`config.mk`:
```
export PLATFORM = sky130hd
export DESIGN_NAME = md5_feedback_stream_cipher
export DESIGN_NICKNAME = d
export VERILOG_FILES = /design/src/rtl/core/mfsc_pkg.sv /design/src/rtl/core/mfsc_md5.sv /design/src/rtl/core/mfsc_front.sv /design/src/rtl/core/mfsc_back.sv /design/src/rtl/core/md5_feedback_stream_cipher.sv
export SDC_FILE = /design/constraint.sdc
export NUM_CORES = 2
export LEC_CHECK = 0
export BUFFER_PORTS_ARGS = -buffer_cell sky130_fd_sc_hd__buf_2
export CAP_MARGIN = 0
export CORE_ASPECT_RATIO = 1.2
export CORE_UTILIZATION = 42
export CTS_CLUSTER_DIAMETER = 50
export CTS_CLUSTER_SIZE = 12
export DETAILED_ROUTE_END_ITERATION = 10
export PLACE_DENSITY_LB_ADDON = 0.1
export SKIP_LAST_GASP = 1
export SLEW_MARGIN = 20
export SYNTH_ARGS = -nofsm -noshare
export SYNTH_HDL_FRONTEND = slang
export SYNTH_SLANG_ARGS = --single-unit
export TNS_END_PERCENT = 5
```
`constraint.sdc`:
```
create_clock -name clk -period 12.1 [get_ports clk]
set_input_delay 1.815 -clock clk [delete_from_list [all_inputs] [get_ports clk]]
set_output_delay 1.815 -clock clk [all_outputs]
set_load 0.005 [all_outputs]
```
`src/rtl/core/mfsc_pkg.sv`:
```
// ----------------------------------------------------------------------------
// mfsc_pkg
// shared types, register indexes and md5 round tables for the feedback cipher
// ----------------------------------------------------------------------------
package mfsc_pkg;

	typedef struct packed {
		logic        kind;
		logic [63:0] data_block;
		logic        last_block;
	} in_item_t;

	typedef struct packed {
		logic [63:0] out_block;
		logic        is_header;
		logic        out_last;
	} out_item_t;

	// classified item handed from the front to the back
	typedef struct packed {
		logic        is_start;
		logic        is_last;
		logic [63:0] block;
	} op_t;

	// front to back channel
	typedef struct packed {
		logic valid;
		op_t  op;
	} op_chan_t;

	// back status seen by the top level
	typedef struct packed {
		logic engine_busy;
		logic engine_done;
	} back_status_t;

	localparam logic KIND_START = 1'b0;

	localparam logic [1:0] REG_KEY_FIRST  = 2'd0;
	localparam logic [1:0] REG_KEY_SECOND = 2'd1;
	localparam logic [1:0] REG_DECRYPT    = 2'd2;

	localparam logic [1:0] QUEUE_DEPTH = 2'd2;

	localparam logic [31:0] MD5_A0 = 32'h67452301;
	localparam logic [31:0] MD5_B0 = 32'hefcdab89;
	localparam logic [31:0] MD5_C0 = 32'h98badcfe;
	localparam logic [31:0] MD5_D0 = 32'h10325476;
	localparam logic [31:0] MD5_PAD_WORD = 32'h00000080;
	localparam logic [31:0] MD5_LEN_WORD = 32'd128;

	function automatic logic [31:0] bswap32(input logic [31:0] x);
		bswap32 = {x[7:0], x[15:8], x[23:16], x[31:24]};
	endfunction

	function automatic logic [4:0] md5_shift(input logic [3:0] idx);
		unique case (idx)
			4'd0:  md5_shift = 5'd7;
			4'd1:  md5_shift = 5'd12;
			4'd2:  md5_shift = 5'd17;
			4'd3:  md5_shift = 5'd22;
			4'd4:  md5_shift = 5'd5;
			4'd5:  md5_shift = 5'd9;
			4'd6:  md5_shift = 5'd14;
			4'd7:  md5_shift = 5'd20;
			4'd8:  md5_shift = 5'd4;
			4'd9:  md5_shift = 5'd11;
			4'd10: md5_shift = 5'd16;
			4'd11: md5_shift = 5'd23;
			4'd12: md5_shift = 5'd6;
			4'd13: md5_shift = 5'd10;
			4'd14: md5_shift = 5'd15;
			default: md5_shift = 5'd21;
		endcase
	endfunction

	function automatic logic [31:0] md5_k(input logic [5:0] i);
		unique case (i)
			6'd0:  md5_k = 32'hd76aa478;  6'd1:  md5_k = 32'he8c7b756;
			6'd2:  md5_k = 32'h242070db;  6'd3:  md5_k = 32'hc1bdceee;
			6'd4:  md5_k = 32'hf57c0faf;  6'd5:  md5_k = 32'h4787c62a;
			6'd6:  md5_k = 32'ha8304613;  6'd7:  md5_k = 32'hfd469501;
			6'd8:  md5_k = 32'h698098d8;  6'd9:  md5_k = 32'h8b44f7af;
			6'd10: md5_k = 32'hffff5bb1;  6'd11: md5_k = 32'h895cd7be;
			6'd12: md5_k = 32'h6b901122;  6'd13: md5_k = 32'hfd987193;
			6'd14: md5_k = 32'ha679438e;  6'd15: md5_k = 32'h49b40821;
			6'd16: md5_k = 32'hf61e2562;  6'd17: md5_k = 32'hc040b340;
			6'd18: md5_k = 32'h265e5a51;  6'd19: md5_k = 32'he9b6c7aa;
			6'd20: md5_k = 32'hd62f105d;  6'd21: md5_k = 32'h02441453;
			6'd22: md5_k = 32'hd8a1e681;  6'd23: md5_k = 32'he7d3fbc8;
			6'd24: md5_k = 32'h21e1cde6;  6'd25: md5_k = 32'hc33707d6;
			6'd26: md5_k = 32'hf4d50d87;  6'd27: md5_k = 32'h455a14ed;
			6'd28: md5_k = 32'ha9e3e905;  6'd29: md5_k = 32'hfcefa3f8;
			6'd30: md5_k = 32'h676f02d9;  6'd31: md5_k = 32'h8d2a4c8a;
			6'd32: md5_k = 32'hfffa3942;  6'd33: md5_k = 32'h8771f681;
			6'd34: md5_k = 32'h6d9d6122;  6'd35: md5_k = 32'hfde5380c;
			6'd36: md5_k = 32'ha4beea44;  6'd37: md5_k = 32'h4bdecfa9;
			6'd38: md5_k = 32'hf6bb4b60;  6'd39: md5_k = 32'hbebfbc70;
			6'd40: md5_k = 32'h289b7ec6;  6'd41: md5_k = 32'heaa127fa;
			6'd42: md5_k = 32'hd4ef3085;  6'd43: md5_k = 32'h04881d05;
			6'd44: md5_k = 32'hd9d4d039;  6'd45: md5_k = 32'he6db99e5;
			6'd46: md5_k = 32'h1fa27cf8;  6'd47: md5_k = 32'hc4ac5665;
			6'd48: md5_k = 32'hf4292244;  6'd49: md5_k = 32'h432aff97;
			6'd50: md5_k = 32'hab9423a7;  6'd51: md5_k = 32'hfc93a039;
			6'd52: md5_k = 32'h655b59c3;  6'd53: md5_k = 32'h8f0ccc92;
			6'd54: md5_k = 32'hffeff47d;  6'd55: md5_k = 32'h85845dd1;
			6'd56: md5_k = 32'h6fa87e4f;  6'd57: md5_k = 32'hfe2ce6e0;
			6'd58: md5_k = 32'ha3014314;  6'd59: md5_k = 32'h4e0811a1;
			6'd60: md5_k = 32'hf7537e82;  6'd61: md5_k = 32'hbd3af235;
			6'd62: md5_k = 32'h2ad7d2bb;  default: md5_k = 32'heb86d391;
		endcase
	endfunction

endpackage

```
`src/rtl/core/mfsc_md5.sv`:
```
// ----------------------------------------------------------------------------
// mfsc_md5
// iterative md5 of a 16 byte message, one round per cycle
// ----------------------------------------------------------------------------
module mfsc_md5 (
	input  logic          clk,
	input  logic          arst_n,
	input  logic          start,
	input  logic [63:0]   first,
	input  logic [63:0]   second,
	output logic          busy,
	output logic          done,
	output logic [127:0]  digest
);

	logic        busy_q;
	logic        done_q;
	logic [5:0]  cnt_q;
	logic [31:0] a_q, b_q, c_q, d_q;
	logic [63:0] first_q, second_q;

	logic [1:0]  rnd;
	logic [3:0]  i4;
	logic [31:0] f;
	logic [3:0]  g;
	logic [31:0] mword;
	logic [31:0] sum;
	logic [4:0]  sh;
	logic [63:0] rot_wide;
	logic [31:0] new_b;

	assign rnd = cnt_q[5:4];
	assign i4  = cnt_q[3:0];
	assign sh  = mfsc_pkg::md5_shift({rnd, cnt_q[1:0]});

	always_comb begin
		unique case (rnd)
			2'd0: begin
				f = (b_q & c_q) | (~b_q & d_q);
				g = i4;
			end
			2'd1: begin
				f = (d_q & b_q) | (~d_q & c_q);
				g = 4'(i4 * 4'd5 + 4'd1);
			end
			2'd2: begin
				f = b_q ^ c_q ^ d_q;
				g = 4'(i4 * 4'd3 + 4'd5);
			end
			default: begin
				f = c_q ^ (b_q | ~d_q);
				g = 4'(i4 * 4'd7);
			end
		endcase
	end

	// message: key half, data half, padding byte, bit length
	always_comb begin
		case (g)
			4'd0:    mword = mfsc_pkg::bswap32(first_q[63:32]);
			4'd1:    mword = mfsc_pkg::bswap32(first_q[31:0]);
			4'd2:    mword = mfsc_pkg::bswap32(second_q[63:32]);
			4'd3:    mword = mfsc_pkg::bswap32(second_q[31:0]);
			4'd4:    mword = mfsc_pkg::MD5_PAD_WORD;
			4'd14:   mword = mfsc_pkg::MD5_LEN_WORD;
			default: mword = 32'd0;
		endcase
	end

	assign sum      = a_q + f + mfsc_pkg::md5_k(cnt_q) + mword;
	assign rot_wide = {sum, sum} << sh;
	assign new_b    = b_q + rot_wide[63:32];

	always_ff @(posedge clk or negedge arst_n) begin
		if (!arst_n) begin
			busy_q <= 1'b0;
			done_q <= 1'b0;
			cnt_q  <= 6'd0;
		end else begin
			done_q <= 1'b0;
			if (start) begin
				busy_q <= 1'b1;
				cnt_q  <= 6'd0;
			end else if (busy_q) begin
				cnt_q <= cnt_q + 6'd1;
				if (cnt_q == 6'd63) begin
					busy_q <= 1'b0;
					done_q <= 1'b1;
				end
			end
		end
	end

	always_ff @(posedge clk) begin
		if (start) begin
			a_q      <= mfsc_pkg::MD5_A0;
			b_q      <= mfsc_pkg::MD5_B0;
			c_q      <= mfsc_pkg::MD5_C0;
			d_q      <= mfsc_pkg::MD5_D0;
			first_q  <= first;
			second_q <= second;
		end else if (busy_q) begin
			a_q <= d_q;
			d_q <= c_q;
			c_q <= b_q;
			b_q <= new_b;
		end
	end

	assign busy   = busy_q;
	assign done   = done_q;
	assign digest = {mfsc_pkg::bswap32(a_q + mfsc_pkg::MD5_A0),
	                 mfsc_pkg::bswap32(b_q + mfsc_pkg::MD5_B0),
	                 mfsc_pkg::bswap32(c_q + mfsc_pkg::MD5_C0),
	                 mfsc_pkg::bswap32(d_q + mfsc_pkg::MD5_D0)};

endmodule

```
`src/rtl/core/mfsc_front.sv`:
```
// ----------------------------------------------------------------------------
// mfsc_front
// input queue that accepts items and classifies them for the back end
// ----------------------------------------------------------------------------
module mfsc_front (
	input  logic                clk,
	input  logic                arst_n,
	input  logic                push,
	output logic                full,
	input  mfsc_pkg::in_item_t  item,
	output mfsc_pkg::op_chan_t  op_chan,
	input  logic                op_take
);

	mfsc_pkg::in_item_t mem_q [2];
	logic       wr_q, rd_q;
	logic [1:0] cnt_q;
	logic       do_push, do_pop;
	mfsc_pkg::in_item_t head;

	assign full    = (cnt_q == mfsc_pkg::QUEUE_DEPTH);
	assign do_push = push && !full;
	assign do_pop  = op_take && (cnt_q != 2'd0);
	assign head    = mem_q[rd_q];

	always_comb begin
		op_chan.valid       = (cnt_q != 2'd0);
		op_chan.op.is_start = (head.kind == mfsc_pkg::KIND_START);
		op_chan.op.is_last  = head.last_block;
		op_chan.op.block    = head.data_block;
	end

	always_ff @(posedge clk or negedge arst_n) begin
		if (!arst_n) begin
			wr_q  <= 1'b0;
			rd_q  <= 1'b0;
			cnt_q <= 2'd0;
		end else begin
			if (do_push) wr_q <= ~wr_q;
			if (do_pop)  rd_q <= ~rd_q;
			cnt_q <= cnt_q + 2'(do_push) - 2'(do_pop);
		end
	end

	always_ff @(posedge clk) begin
		if (do_push) mem_q[wr_q] <= item;
	end

endmodule

```
`src/rtl/core/mfsc_back.sv`:
```
// ----------------------------------------------------------------------------
// mfsc_back
// message state, keystream chaining and result queue
// ----------------------------------------------------------------------------
module mfsc_back (
	input  logic                   clk,
	input  logic                   arst_n,
	input  mfsc_pkg::op_chan_t     op_chan,
	output logic                   op_take,
	input  logic [63:0]            key_first,
	input  logic [63:0]            key_second,
	input  logic                   decrypt,
	output mfsc_pkg::out_item_t    result,
	output logic                   empty,
	input  logic                   pop,
	output mfsc_pkg::back_status_t status
);

	logic        open_q;
	logic [63:0] stream_q, feedback_q;

	logic         eng_start, eng_busy, eng_done;
	logic [63:0]  eng_second;
	logic [127:0] eng_digest;

	mfsc_pkg::out_item_t res_mem_q [2];
	logic       res_wr_q, res_rd_q;
	logic [1:0] res_cnt_q;
	logic       res_push, res_pop;
	mfsc_pkg::out_item_t res_item;
	mfsc_pkg::op_t op;

	mfsc_md5 u_md5 (
		.clk    (clk),
		.arst_n (arst_n),
		.start  (eng_start),
		.first  (key_second),
		.second (eng_second),
		.busy   (eng_busy),
		.done   (eng_done),
		.digest (eng_digest)
	);

	assign op      = op_chan.op;
	assign op_take = op_chan.valid && !eng_busy && !eng_done
	                 && (res_cnt_q != mfsc_pkg::QUEUE_DEPTH);

	always_comb begin
		eng_start  = 1'b0;
		eng_second = feedback_q;
		res_push   = 1'b0;
		res_item   = '{out_block: op.block ^ stream_q, is_header: 1'b0,
		               out_last: op.is_last};
		if (op_take) begin
			if (op.is_start) begin
				eng_start  = 1'b1;
				eng_second = decrypt ? (op.block ^ key_first) : op.block;
				res_push   = !decrypt;
				res_item   = '{out_block: op.block ^ key_first, is_header: 1'b1,
				               out_last: 1'b0};
			end else if (open_q) begin
				res_push  = 1'b1;
				eng_start = !op.is_last;
			end
		end
	end

	always_ff @(posedge clk or negedge arst_n) begin
		if (!arst_n) begin
			open_q     <= 1'b0;
			stream_q   <= 64'd0;
			feedback_q <= 64'd0;
		end else begin
			if (eng_done) begin
				stream_q   <= eng_digest[127:64];
				feedback_q <= eng_digest[63:0];
			end
			if (op_take) begin
				if (op.is_start) begin
					open_q <= 1'b1;
				end else if (open_q && op.is_last) begin
					// final block closes the message and wipes the chain
					open_q     <= 1'b0;
					stream_q   <= 64'd0;
					feedback_q <= 64'd0;
				end
			end
		end
	end

	assign res_pop = pop && (res_cnt_q != 2'd0);
	assign empty   = (res_cnt_q == 2'd0);
	assign result  = res_mem_q[res_rd_q];

	always_ff @(posedge clk or negedge arst_n) begin
		if (!arst_n) begin
			res_wr_q  <= 1'b0;
			res_rd_q  <= 1'b0;
			res_cnt_q <= 2'd0;
		end else begin
			if (res_push) res_wr_q <= ~res_wr_q;
			if (res_pop)  res_rd_q <= ~res_rd_q;
			res_cnt_q <= res_cnt_q + 2'(res_push) - 2'(res_pop);
		end
	end

	always_ff @(posedge clk) begin
		if (res_push) res_mem_q[res_wr_q] <= res_item;
	end

	assign status = '{engine_busy: eng_busy, engine_done: eng_done};

endmodule

```
`src/rtl/core/md5_feedback_stream_cipher.sv`:
```
// ----------------------------------------------------------------------------
// md5_feedback_stream_cipher
// md5 output feedback stream cipher over 8 byte blocks
// ----------------------------------------------------------------------------
// items enter through push/full and leave through empty/pop; both sides are
// two-entry queues, so input is taken while a result waits to be popped.
// a start item carries the nonce (encrypt) or the header block (decrypt);
// in encrypt mode it yields the header result, in decrypt mode nothing.
// each data block of an open message yields one result; data outside a
// message is dropped.
// every start and every non-final data block of an open message runs one md5
// compression in the shared round engine: a load, 64 rounds at one per cycle
// and a fold of the digest into the chain; the back end takes no new item
// until the engine is idle and its digest folded in. the first result of an
// item accepted into an idle block passes from the input queue into the result
// queue before it shows on result. reset clears the queues, the keys, the
// mode and the message state. when pop stays low the result queue fills, the
// back end stops taking items and full rises once the input queue holds two
// items. configuration is written through cfg_wr_en/cfg_index/cfg_wdata by
// the user only while idle; the block itself does not enforce this.
// ----------------------------------------------------------------------------
module md5_feedback_stream_cipher (
	input  logic                clk,
	input  logic                arst_n,
	input  logic                cfg_wr_en,
	input  logic [1:0]          cfg_index,
	input  logic [63:0]         cfg_wdata,
	input  logic                push,
	output logic                full,
	input  mfsc_pkg::in_item_t  item,
	output logic                empty,
	input  logic                pop,
	output mfsc_pkg::out_item_t result
);

	logic [63:0] key_first_q, key_second_q;
	logic        decrypt_q;
	mfsc_pkg::op_chan_t     op_chan;
	logic                   op_take;
	mfsc_pkg::back_status_t status;

	always_ff @(posedge clk or negedge arst_n) begin
		if (!arst_n) begin
			key_first_q  <= 64'd0;
			key_second_q <= 64'd0;
			decrypt_q    <= 1'b0;
		end else if (cfg_wr_en) begin
			unique case (cfg_index)
				mfsc_pkg::REG_KEY_FIRST:  key_first_q  <= cfg_wdata;
				mfsc_pkg::REG_KEY_SECOND: key_second_q <= cfg_wdata;
				mfsc_pkg::REG_DECRYPT:    decrypt_q    <= cfg_wdata[0];
				default: ;
			endcase
		end
	end

	mfsc_front u_front (
		.clk     (clk),
		.arst_n  (arst_n),
		.push    (push),
		.full    (full),
		.item    (item),
		.op_chan (op_chan),
		.op_take (op_take)
	);

	mfsc_back u_back (
		.clk        (clk),
		.arst_n     (arst_n),
		.op_chan    (op_chan),
		.op_take    (op_take),
		.key_first  (key_first_q),
		.key_second (key_second_q),
		.decrypt    (decrypt_q),
		.result     (result),
		.empty      (empty),
		.pop        (pop),
		.status     (status)
	);

	a_take_valid: assert property (@(posedge clk) disable iff (!arst_n)
		op_take |-> op_chan.valid)
		else $error("back took an item the front did not offer");

	a_take_idle: assert property (@(posedge clk) disable iff (!arst_n)
		op_take |-> !status.engine_busy && !status.engine_done)
		else $error("item taken while the md5 engine was running");

	a_done_after_busy: assert property (@(posedge clk) disable iff (!arst_n)
		status.engine_done |-> $past(status.engine_busy))
		else $error("md5 done without a running compression");

endmodule

```
==> metrics.txt <==
post-synthesis cell type count 96; first-pass GRT wire length 232.6 mm; Syn Nets 4,890; CTS H-tree depth 3; initial antenna violation count 3; Max Clock Skew 0.05213 ns; # Post-CTS Setup Buffers 0; Gate Count Post-Synth 4,583; Die H 364.2 um; die width 303.9 um; DRT iter0 DRCs 3,273; PortBufs 204; CTS tree done; clock sinks 794; max_cap viols 0; setup TNS 0 ns; Crit Reg-Reg Startpoint u_back.u_md5.cnt_q[0]; IO Count 205; CTS Buf Count 91; critical path class reg -> reg; crit path max fanout 23; Post-synth EDFFs 392; Final period util 0.9119; Initial Util 0.4246; Max-slew headroom 0.2365; Avg WL per Cell 26.06 um; number of nets in the layout 4,921; RR Endpoint u_back.u_md5.b_q[31]; DP Wirelength 116.6 mm; flop and latch count out of synthesis 794; Worst Path Arrival 11.60 ns; core area 108,200 um2; share of cells above drive strength 1 0.1535; WL final 158.9 mm; maximum clock path buffer count 3; first drt pass iteration count 9; P&R area growth vs syn 11.27%; Critical Path End u_back.u_md5.b_q[31]; Fmax achieved 90.63 MHz; Root Buffer clkbuf_16; Synth warnings 0; syn_area_per_cell 10.02 um2; Setup violations, final 0; Antenna Violating Nets Remaining 0; Critical Path Sink Type flip-flop; Slew Limit Fails 0; Worst-Skew Late Latency 0.69 ns; die outline area 110,700 um2; RSZ-0062 raised after global routing false; Hold Path Stages 0; post-synthesis sequential area ratio 0.4614; worst setup path startpoint u_back.u_md5.cnt_q[0]; Congestion Overflow GR 0; post-cts resize count 0; largest net degree at the start of global routing 160; CP required 12.67 ns; GRT Util Overall 0.2825; Worst-Margin Slew 1.135 ns; startpoint types flip-flop; Core Rows 132; status complete, no violations; Final Hold Fails 0; R2R cell count 39; ys flop type edfxtp_1; vias in the first global route 34,060; routability congestion estimate 1.013; Clock Pin Slew Worst Setup and Hold Paths 0.06 ns; fin crit period 11.03 ns; Netlist Area Pre-Place 45,930 um2; hold buffers post-CTS 0; DR vias 35,580; Layout fillers 10,120; flop-to-flop setup slack 1.07 ns; Final Hold Slack 0.4405 ns; drt via density 5.833; Crit-path slowest cell fa_1; DRC Markers 0; asr flop ratio synth 0.3451; Top cell by count, worst path fa_1; CP max stage delay 0.51 ns; worst hold path class reg -> reg
worst max-delay path, delay by kind of cell, from the launching register on:
kind,cells,cell delay [ns]
mux,3,0.56
xor+xnor,1,0.36
buf+inv,3,0.52
compound gates,19,4.98
fa+ha+maj,7,2.69
simple gates,6,1.35
flops,1,0.44
worst min-delay path by stage:
stage / start / end / slack, ns
4_1_cts: key_second_q[3] / u_back.u_md5.first_q[3] / 0.44
6_report: key_second_q[8] / u_back.u_md5.first_q[8] / 0.44
3_5_place_dp: key_second_q[3] / u_back.u_md5.first_q[3] / 0.43
5_1_grt: key_second_q[3] / u_back.u_md5.first_q[3] / 0.45
2_1_floorplan: key_second_q[0] / u_back.u_md5.first_q[0] / 0.42
3_3_place_gp: key_second_q[58] / u_back.u_md5.first_q[58] / 0.43
cell usage after synthesis (84+ instances only):
cell type / instances / area (um2)
nand2_1: 609 / 2286
edfxtp_1: 392 / 11770
nor2_1: 359 / 1348
o21ai_0: 318 / 1592
dfrtp_1: 274 / 6857
a21oi_1: 265 / 1326
clkbuf_1: 256 / 960.9
mux2i_1: 241 / 2412
mux2_2: 223 / 2511
xnor2_1: 193 / 1690
xor2_1: 162 / 1419
inv_1: 153 / 574.3
dfxtp_1: 128 / 2562
ha_1: 102 / 1276
a211oi_1: 84 / 630.6
cell usage in the layout, fill, tap and decap left out, types with 78 or more instances in the layout:
cell type    n
xnor2_1    192
dfrtp_1    265
inv_1      152
a211oi_1    84
clkbuf_16   94
ha_1       102
buf_4       78
buf_2      203
xor2_1     161
dfxtp_1    128
nand2_1    608
o21ai_0    317
edfxtp_1   392
a21oi_1    264
nor2_1     355
mux2i_1    241
mux2_2     223
logic make-up after synthesis:
| kind of cell | count (synthesis) | synth area share |
|---|---|---|
| compound gates | 1082 | 0.1483 |
| xor+xnor | 358 | 0.06906 |
| fa+ha+maj | 170 | 0.05743 |
| buf+inv | 508 | 0.04299 |
| flops | 794 | 0.4614 |
| mux | 474 | 0.1121 |
| simple gates | 1197 | 0.1087 |
metrics by stage:
step                      setup WS [ns]  cells  utilization  cell area [um2]
final                             1.066   6100       0.4724            51100
after global routing             0.1915   6100       0.4724            51100
after CTS                         1.133   6099       0.4723            51090
after detailed placement          1.186   5928       0.4449            48130
after global placement            1.326   5928       0.4449            48130
after floorplan                   1.596   4583            -            45930
sequential cells by signal, indices dropped and copies added, names as in the netlist, 2 cells and up:
name                   count
key_first_q               64
key_second_q              64
u_back.feedback_q         64
u_back.res_cnt_q           2
u_back.res_mem_q         132
u_back.stream_q           64
u_back.u_md5.a_q          32
u_back.u_md5.b_q          32
u_back.u_md5.c_q          32
u_back.u_md5.cnt_q         6
u_back.u_md5.d_q          32
u_back.u_md5.first_q      64
u_back.u_md5.second_q     64
u_front.cnt_q              2
u_front.mem_q            132
area by class of cell:
| cell class | instances | area, um2 | share of cell area |
|---|---|---|---|
| inverter | 161 | 614.3 | 0.01202 |
| clock buffer | 134 | 2562 | 0.05014 |
| antenna | 1 | 2.502 | 0.00004897 |
| sequential | 794 | 21220 | 0.4152 |
| tap | 1407 | 1760 | 0.03445 |
| clock inverter | 37 | 397.9 | 0.007786 |
| timing repair buffer | 285 | 1677 | 0.03281 |
| multi-input combinational | 3281 | 22870 | 0.4475 |
metal layers:
metal	global-route usage	part of all wire	routed length, um	vias up
li1	-	-	-	16360
met1	0.3896	0.44	70220	17750
met2	0.4535	0.46	73010	1202
met3	0.02965	0.057	9049	267
met4	0.1183	0.042	6642	4
met5	0	0.00015	24	-
Power is left out: the tool's default activity adds up to more than one toggle a clock period on the data nets, which glitch-free logic cannot reach.
